`config.mk`:
```
export PLATFORM = sky130hd
export DESIGN_NAME = nplm_back
export DESIGN_NICKNAME = d
export VERILOG_FILES = /design/src/design/nplm_pkg.sv /design/src/design/nplm_ram.sv /design/src/design/nplm_back.sv
export SDC_FILE = /design/constraint.sdc
export NUM_CORES = 2
export LEC_CHECK = 0
export BUFFER_PORTS_ARGS = -buffer_cell sky130_fd_sc_hd__buf_2
export CAP_MARGIN = 20
export CORE_MARGIN = 1
export CORE_UTILIZATION = 55
export CTS_CLUSTER_DIAMETER = 50
export DETAILED_ROUTE_END_ITERATION = 12
export GPL_ROUTABILITY_DRIVEN = 0
export PLACE_DENSITY = 0.71
export SLEW_MARGIN = 20
export SYNTH_ARGS = -nofsm -noshare
export SYNTH_HDL_FRONTEND = slang
export SYNTH_SLANG_ARGS = --single-unit
export TNS_END_PERCENT = 20
```
`constraint.sdc`:
```
create_clock -name clk_i -period 20 [get_ports clk_i]
set_input_delay 2 -clock clk_i [delete_from_list [all_inputs] [get_ports clk_i]]
set_output_delay 2 -clock clk_i [all_outputs]
set_load 0.05 [all_outputs]
```
`src/design/nplm_pkg.sv`:
```
// Shared types and constants for the NAND plane latency model.
`timescale 1ns / 1ps
package nplm_pkg;

  localparam int unsigned DELAY_W     = 24;
  localparam int unsigned FIELD_TIME_W = 48;
  localparam int unsigned NUM_REGS    = 6;
  localparam int unsigned CFG_IDX_W   = 3;
  localparam int unsigned IDX_MAX_W   = 12;
  localparam int unsigned QUEUE_DEPTH = 2;
  localparam int unsigned QUEUE_PTR_W = 1;
  localparam int unsigned QUEUE_CNT_W = 2;

  typedef enum logic [1:0] {
    OP_READ  = 2'd0,
    OP_WRITE = 2'd1,
    OP_ERASE = 2'd2,
    OP_NONE  = 2'd3
  } op_e;

  typedef enum logic [CFG_IDX_W-1:0] {
    REG_READ0  = 3'd0,
    REG_WRITE0 = 3'd1,
    REG_ERASE0 = 3'd2,
    REG_READ1  = 3'd3,
    REG_WRITE1 = 3'd4,
    REG_ERASE1 = 3'd5
  } cfg_reg_e;

  localparam logic [DELAY_W-1:0] CFG_RESET [NUM_REGS] = '{
    24'd40000, 24'd200000, 24'd2000000,
    24'd40000, 24'd200000, 24'd2000000
  };

  typedef struct packed {
    op_e                     op;
    logic [2:0]              channel;
    logic [1:0]              lun;
    logic                    plane_sel;
    logic                    cell_type;
    logic [FIELD_TIME_W-1:0] request_time;
    logic [FIELD_TIME_W-1:0] current_time;
    logic                    first_page;
    logic                    last_page;
  } in_t;

  typedef struct packed {
    logic [FIELD_TIME_W-1:0] latency;
    logic [FIELD_TIME_W-1:0] request_max_latency;
    logic                    request_done;
  } out_t;

  // Classified page command handed from front to back.
  typedef struct packed {
    logic                    active;
    logic [IDX_MAX_W-1:0]    idx;
    logic [FIELD_TIME_W-1:0] req;
    logic [DELAY_W-1:0]      delay;
    logic                    first;
    logic                    last;
  } cmd_t;

  typedef struct packed {
    logic full;
    logic empty;
  } queue_status_t;

endpackage

```
`src/design/nplm_ram.sv`:
```
// Generic single write port, single registered read port RAM.
`timescale 1ns / 1ps
module nplm_ram #(
  parameter int unsigned Width = 48,
  parameter int unsigned Depth = 64
) (
  input  logic                                    clk_i,
  input  logic                                    we_i,
  input  logic [(Depth > 1 ? $clog2(Depth) : 1)-1:0] waddr_i,
  input  logic [Width-1:0]                        wdata_i,
  input  logic [(Depth > 1 ? $clog2(Depth) : 1)-1:0] raddr_i,
  output logic [Width-1:0]                        rdata_o
);

  logic [Width-1:0] mem_q [Depth];
  logic [Width-1:0] rdata_q;

  always_ff @(posedge clk_i) begin
    if (we_i) begin
      mem_q[waddr_i] <= wdata_i;
    end
    rdata_q <= mem_q[raddr_i];
  end

  assign rdata_o = rdata_q;

endmodule

```
`src/design/nplm_back.sv`:
```
// Back end: plane free-time table, latency arithmetic, running max, output register.
`timescale 1ns / 1ps
module nplm_back #(
  parameter int unsigned PLANE_COUNT = 64,
  parameter int unsigned TIME_BITS   = 48
) (
  input  logic                    clk_i,
  input  logic                    rst_ni,
  input  nplm_pkg::cmd_t          head_i,
  input  nplm_pkg::queue_status_t queue_status_i,
  output logic                    pop_o,
  output logic                    clearing_o,
  output logic                    out_valid_o,
  input  logic                    out_stall_i,
  output nplm_pkg::out_t          out_data_o
);

  localparam int unsigned AddrW = (PLANE_COUNT > 1) ? $clog2(PLANE_COUNT) : 1;

  typedef enum logic [4:0] {
    ST_CLEAR = 5'b00001,
    ST_IDLE  = 5'b00010,
    ST_CALC  = 5'b00100,
    ST_FIN   = 5'b01000,
    ST_SPARE = 5'b10000
  } state_e;

  state_e                 state_q, state_d;
  logic [AddrW-1:0]       clr_cnt_q, clr_cnt_d;
  nplm_pkg::cmd_t         cmd_q;
  logic [TIME_BITS-1:0]   done_q, done_d;
  logic [TIME_BITS-1:0]   run_max_q, run_max_d;
  logic                   out_valid_q, out_valid_d;
  nplm_pkg::out_t         out_q, out_d;

  logic                   ram_we;
  logic [AddrW-1:0]       ram_waddr, ram_raddr;
  logic [TIME_BITS-1:0]   ram_wdata, ram_rdata;
  logic [TIME_BITS-1:0]   req_t, start_t, lat, max_base;
  logic                   out_free;

  nplm_ram #(
    .Width(TIME_BITS),
    .Depth(PLANE_COUNT)
  ) u_ram (
    .clk_i  (clk_i),
    .we_i   (ram_we),
    .waddr_i(ram_waddr),
    .wdata_i(ram_wdata),
    .raddr_i(ram_raddr),
    .rdata_o(ram_rdata)
  );

  assign req_t      = TIME_BITS'(cmd_q.req);
  assign start_t    = (ram_rdata < req_t) ? req_t : ram_rdata;
  assign done_d     = start_t + TIME_BITS'(cmd_q.delay);
  assign lat        = cmd_q.active ? (done_q - req_t) : '0;
  assign max_base   = cmd_q.first ? '0 : run_max_q;
  assign out_free   = !out_valid_q || !out_stall_i;
  assign clearing_o = (state_q == ST_CLEAR);
  assign ram_raddr  = head_i.idx[AddrW-1:0];

  always_comb begin
    state_d     = state_q;
    clr_cnt_d   = clr_cnt_q;
    run_max_d   = run_max_q;
    out_valid_d = out_valid_q && out_stall_i;
    out_d       = out_q;
    pop_o       = 1'b0;
    ram_we      = 1'b0;
    ram_waddr   = cmd_q.idx[AddrW-1:0];
    ram_wdata   = done_d;
    unique case (state_q)
      ST_CLEAR: begin
        ram_we    = 1'b1;
        ram_waddr = clr_cnt_q;
        ram_wdata = '0;
        clr_cnt_d = clr_cnt_q + 1'b1;
        if (clr_cnt_q == AddrW'(PLANE_COUNT - 1)) begin
          state_d = ST_IDLE;
        end
      end
      ST_IDLE: begin
        if (!queue_status_i.empty) begin
          pop_o   = 1'b1;
          state_d = head_i.active ? ST_CALC : ST_FIN;
        end
      end
      ST_CALC: begin
        ram_we  = 1'b1;
        state_d = ST_FIN;
      end
      ST_FIN: begin
        if (out_free) begin
          run_max_d                 = (lat > max_base) ? lat : max_base;
          out_valid_d               = 1'b1;
          out_d.latency             = nplm_pkg::FIELD_TIME_W'(lat);
          out_d.request_max_latency = nplm_pkg::FIELD_TIME_W'(run_max_d);
          out_d.request_done        = cmd_q.last;
          state_d                   = ST_IDLE;
        end
      end
      default: begin
        state_d = ST_IDLE;
      end
    endcase
  end

  always_ff @(posedge clk_i or negedge rst_ni) begin
    if (!rst_ni) begin
      state_q     <= ST_CLEAR;
      clr_cnt_q   <= '0;
      run_max_q   <= '0;
      out_valid_q <= 1'b0;
    end else begin
      state_q     <= state_d;
      clr_cnt_q   <= clr_cnt_d;
      run_max_q   <= run_max_d;
      out_valid_q <= out_valid_d;
    end
  end

  always_ff @(posedge clk_i) begin
    if (pop_o) begin
      cmd_q <= head_i;
    end
    if (state_q == ST_CALC) begin
      done_q <= done_d;
    end
    out_q <= out_d;
  end

  assign out_valid_o = out_valid_q;
  assign out_data_o  = out_q;

endmodule

```
# ---- Word-level counts from Yosys, hierarchy flattened
# Memories as Yosys holds them, arrays and structs flattened. A register that Yosys moved wholly into a read port is not among the register bits.
# Cells that the tools add are included.
# Widths: inputs -> output; s select.
dict set report op_classes {
  add_sub_neg 3
  multipliers 0
  div_mod_pow 0
  n_lt_le_gt_ge 2
  eq_ne 8
  shift 0
  mux 18
  bitwise 0
  reduce_logical 7
}
# operator count
set op_table {}
lappend op_table {{$mux 48} 5}
lappend op_table {{$add 48x24->48} 1}
lappend op_table {{$gt 48x48->1} 1}
lappend op_table {{$lt 48x48->1} 1}
lappend op_table {{$sub 48x48->48} 1}
lappend op_table {{$pmux 5 s4} 1}
lappend op_table {{$mux 5} 3}
lappend op_table {{$mux 1} 7}
lappend op_table {{$add 6x1->6 const B} 1}
lappend op_table {{$eq 6x6->1 const B} 1}
lappend op_table {{$mux 6} 1}
lappend op_table {{$eq 5x1->1 const B} 1}
lappend op_table {{$eq 5x2->1 const B} 1}
lappend op_table {{$eq 5x3->1 const B} 1}
lappend op_table {{$eq 5x4->1 const B} 1}
lappend op_table {{$mux 4} 1}
lappend op_table {{$ne 2x2->1 const B} 2}
lappend op_table {{$reduce_and 3->1} 1}
lappend op_table {{$logic_not 1->1} 2}
lappend op_table {{$ne 2x1->1 const B} 1}
lappend op_table {{$reduce_and 2->1} 1}
lappend op_table {{$reduce_or 2->1} 1}
lappend op_table {{$logic_and 1x1->1} 1}
lappend op_table {{$logic_or 1x1->1} 1}
dict set report totals {
  register_bits 286
  latchBits 0
  ram_bits 3072
  mem_bits_ro 0
  elab_cells 53
  mem_count 1
}
# memory words width rd rd_ports_with_merged_regs write_ports line
set memory_table {}
lappend memory_table {u_ram.mem_q 64 48 1 1 1 nplm_ram.sv:15} ;# logic [Width-1:0] mem_q [Depth];

# ---- Longest topological paths before layout
dict set report depth {
  ltp_word 5
  ltp_mapped 29
  mapped_depth_nobuf 27
}

# ---- Cells and area by module
# From an unflattened synthesis, not the netlist that was laid out.
dict set report hier_totals {
  cells_unflattened 6653
  hier_area_um2 134938.2
}
# module n_inst cells_each area_each_um2
set modules_own_cells {}
lappend modules_own_cells {nplm_ram 1 4970 117117.3}
lappend modules_own_cells {nplm_back 1 1683 17820.8}

# ---- Worst setup path after synthesis
# No wires, ideal clock.
dict set report synth_path {
  path_kind {register -> register}
  from {reg cmd_q (netlist bit req_t[45])}
  to {mem u_ram.mem_q[0][39] (data pin)}
  setup_ns 0.867
  arrival_ns 8.275
  required_ns 19.133
  slack_ns 10.858
  path_stages_with_launch 23
  path_buffers 4
  path_cell_list {edfxtp_1 -> inv_1 -> ha_1 -> nand4_1 -> or4_4 -> or3_4 -> o221ai_4 -> buf_6 -> buf_4 -> buf_4 -> mux2_2 -> ha_1 -> a21o_1 -> a21oi_1 -> o21bai_1 -> a21boi_1 -> o31ai_1 -> a21o_1 -> a211o_1 -> buf_2 -> nand4_1 -> o21ai_1 -> nor4_1}
}
dict set report synth_between {
  elab_chain_len 4
}
# item line
set synth_lines {}
lappend synth_lines {{start: declaration} nplm_back.sv:30} ;# nplm_pkg::cmd_t cmd_q;
lappend synth_lines {{start signal: assignment} nplm_back.sv:125} ;# cmd_q <= head_i;
lappend synth_lines {{$lt 48x48->1} nplm_back.sv:55} ;# assign start_t = (ram_rdata < req_t) ? req_t : ram_rdata;
lappend synth_lines {{$mux 48} nplm_back.sv:55}
lappend synth_lines {{$add 48x24->48} nplm_back.sv:56} ;# assign done_d = start_t + TIME_BITS'(cmd_q.delay);
lappend synth_lines {{$mux 48} nplm_back.sv:73} ;# unique case (state_q)
lappend synth_lines {{net ram_wdata[39]} nplm_back.sv:38} ;# logic [TIME_BITS-1:0] ram_wdata, ram_rdata;
lappend synth_lines {{end: declaration} nplm_ram.sv:15}
# The timed path passes the listed nets, and every way through them passes these cells.

# ---- Final worst setup path
dict set report layout_path {
  from {reg cmd_q (netlist bit req_t[1])}
  to {mem u_ram.mem_q[58][35] (data pin)}
}
dict set report layout_between {
  elab_chain_len 4
}
# item line
set layout_lines {}
lappend layout_lines {{$lt 48x48->1} nplm_back.sv:55}
lappend layout_lines {{$mux 48 *} nplm_back.sv:55}
lappend layout_lines {{$add 48x24->48 *} nplm_back.sv:56}
lappend layout_lines {{net done_d[35]} nplm_back.sv:31} ;# logic [TIME_BITS-1:0] done_q, done_d;
lappend layout_lines {{$mux 48 *} nplm_back.sv:73}
lappend layout_lines {{net ram_wdata[35]} nplm_back.sv:38}
# Mark *: on every way through the listed nets, which the timed path passes. The rest lies on a longest branch.

==> metrics.md <==
| Metric | Value |
|---|---|
| Total die area | 247800 µm² |
| Via count | 67410 |
| Minimum clock period | 8.091 ns |
| Crit path DAT | 8.67 ns |
| EDFF count, synth | about 3300 |
| Share of the synthesized area in the top cell type | 73.25% |
| Antenna Nets Post-Route | 0 |
| DR iter-0 viols | 9876 |
| Area growth, synth to finish | 12.56% |
| Total wire length | between 300000 and 400000 µm |
| Fillers | 15998 |
| Synth warnings | 0 |
| Setup violators final | 0 |
| Pwr dens | 130.3 nW/µm² |
| Critical path type | register to register |
| Synth area leader | edfxtp_1 |
| Die height | 497.8 µm |
| Clk_lat worst skew | ~0.98 ns |
| Vias in the first global route | 66952 |
| Critical Path Source Type | register |
| Die X | between 400 and 500 µm |
| Via density | 6.691 |
| GRT Overall Usage | 28.33% |
| Worst IR Drop VDD | approximately 140 µV |
| Reg2Reg Depth | 21 |
| Crit path max fanout | 64 |
| WL/cell | between 30 and 40 µm |
| Critical Path Source | req_t[1] |
| Final #Nets | 6858 |
| Register area | 101500 µm² |
| CP endpoint kind | register |
| Global-route wire length before repair | 491900 µm |
| Hold WC Path Type | register to register |
| RSZ-0062 raised after global routing | no |
| CTS tree | built |
| DRC errors left | 0 |
| Required @ worst endpoint | 20.58 ns |
| #FFs+latches synth | 3405 |
| Ranking of synthesized cells by area | edfxtp_1 73%, mux4_2 17%, ha_1 1.5%, dfrtp_1 1.1%, dfxtp_1 0.71% |
| Most frequent cells in the layout | 3298 x edfxtp_1, 996 x mux4_2, 357 x clkbuf_16 |
| CTS resizes | 0 |
| Clk sink count | about 3400 |
| Post-Syn Instances | 6194 |
| Num CTS Buffers | 351 |
| Share of cells above drive strength 1 | 29.01% |
| Max_cap viols | 0 |
| Remaining Overflow, GRT | 0 |
| Synth unique cells | 82 |
| Non-Filler Instances | 10075 |
| I/O pin cnt | 192 |
| Placed cells | roughly 9400 |
| Status | completed |
| Critical path endpoint | u_ram.mem_q[58][35] |
| Initial antenna violation count | 24 |
| Final hold vios | 0 |
| Flop-to-flop setup slack | 11.91 ns |
| Post-CTS Setup Bufs | 0 |
| Post-Syn Area | 135200 µm² |
| Bufs on Longest Clock Path | 4 |
| Ys async rst share | 1.733% |
| Leakage | 49.41 nW |
| Largest net degree at the start of global routing | 147 |
| DPL Wire Length | 188100 µm |
| Tightest Pin Transition | 1.207 ns |
| Fmax | about 0.12 GHz |
| Critical R2R Capture | u_ram.mem_q[58][35] |
| Relative slew slack | 18.65% |
| Max-slew violations | 0 |
| H-tree levels | 5 |
| Setup tns final | 0 ns |
| First-pass iteration count of the detailed router | 6 |
| Reg clk slew, reported paths | 0.06 ns |
| FP Rows | 181 |
| Starting Density | between 50% and 60% |
| Clock skew | 0.04312 ns |
| Final worst-path cycle share | about two fifths |
| Hold-fix buffers, CTS | 0 |
| Root Buffer | clkbuf_16 |
| Sequential area share after synthesis | ~75% |
| Commonest non-fill, non-tap cell in the layout | edfxtp_1 |
| Avg Cell Area, Syn | 21.83 µm² |
| Input/output buffers | 184 |
| Syn_nets | about 6500 |
| Worst r2r src | req_t[1] |
| Top FF cell, synth | edfxtp_1 |
| Core Box Area | 243700 µm² |
| Multi-input gate area | 32840 µm² |
==> worst max-delay path: stages, from the launching register on <==
cell and delay [ns]:
edfxtp_1 0.43, inv_1 0.20, ha_1 0.27, a21o_1 0.17
a211oi_1 0.45, o21ai_0 0.17, a21oi_1 0.70, o221ai_4 0.22
buf_4 0.28, a21o_1 0.24, ha_1 0.27, a21o_1 0.13
a21oi_1 0.11, o21bai_1 0.23, a21boi_1 0.15, o31ai_1 0.60
a21o_1 0.43, a211o_1 0.61, nand4_1 0.19, xor2_1 0.18
mux2i_1 0.58, and2_2 1.02
==> power by group <==
group          internal [mW]  switching, mW  leakage (nW)  total [mW]
Sequential              9.75         0.0741          30.9        9.82
Combinational          0.836           2.72          13.0        3.56
Clock                   3.77           2.68          5.49        6.45
Total                   14.3           5.48          49.4        19.8
==> through the flow <==
step	util (%)	total power [mW]	setup WS (ns)	hold WS [ns]	instance area, µm²
floorplan	-	12.18	10.86	0.4003	135200
detailed placement	57.80	13.44	12.10	0.4130	140800
global placement	57.78	13.23	12.18	0.4191	140800
finish	62.45	19.83	11.91	0.4351	152200
global route	62.44	20.41	11.55	0.4443	152200
CTS	62.40	19.80	12.04	0.4398	152100
==> cell families after synthesis <==
kind of cell / count (synthesis) / synth area share (%)
simple gates: 649 / 2.378
compound gates: 416 / 2.066
fa+ha+maj: 169 / 1.575
flops: 3405 / 75.06
mux: 1068 / 17.15
xor+xnor: 102 / 0.6608
buf+inv: 385 / 1.120
==> state kept, by name (all words and copies together) (netlist names) <==
signal / flops
run_max_q: 48
u_ram.mem_q: 3072
done_q: 48
out_data_o: 97
clr_cnt_q: 6
u_ram.rdata_o: 48
out_valid_o: 1
state_q: 4
cmd_q: 33
req_t: 48
==> worst min path at each step <==
stage             start            end  cells after the start
2_1_floorplan  cmd_q[0]  out_data_o[0]                      0
3_3_place_gp   cmd_q[0]  out_data_o[0]                      0
3_5_place_dp   cmd_q[0]  out_data_o[0]                      0
4_1_cts        cmd_q[0]  out_data_o[0]                      0
5_1_grt        cmd_q[0]  out_data_o[0]                      0
6_report       cmd_q[0]  out_data_o[0]                      0
==> per-layer routing <==
layer	track usage (%)	part of all wire, %	vias up
met5	0	0.039	-
met4	9.420	3.4	14
met3	5.868	11	662
met2	45.98	49	4193
met1	38.70	37	35749
li1	-	-	26792
==> layout make-up <==
type	instances	area share, %
Antenna cell	7	0.01151
Clock buffer	428	6.072
Clock inverter	194	1.297
Inverter	101	0.2508
Multi-Input combinational cell	2404	21.58
Sequential cell	3405	66.68
Tap cell	3202	2.633
Timing Repair Buffer	334	1.476
==> Yosys cell counts, types with 4 or more instances <==
master,n
mux4_2,996
o21bai_1,12
buf_1,68
a211oi_1,6
a21oi_1,103
a21o_1,84
nor4_1,6
o21ai_1,7
and2_1,66
buf_2,24
dfrtp_1,58
nor2_1,131
and3_1,19
nand4_1,42
a31oi_1,12
o31ai_1,7
mux2_2,22
nand2_1,207
nor2b_1,15
mux2i_1,50
nand3b_1,6
ha_1,167
xor2_1,40
xnor2_1,62
nand3_1,42
and4_1,10
o21ai_0,92
o21a_1,10
a211o_1,5
nor3_1,17
a22o_1,32
inv_1,101
edfxtp_1,3298
dfxtp_1,48
clkbuf_1,184
buf_4,4
nand2b_1,65
No activity file was read; power rests on OpenSTA's default activity.
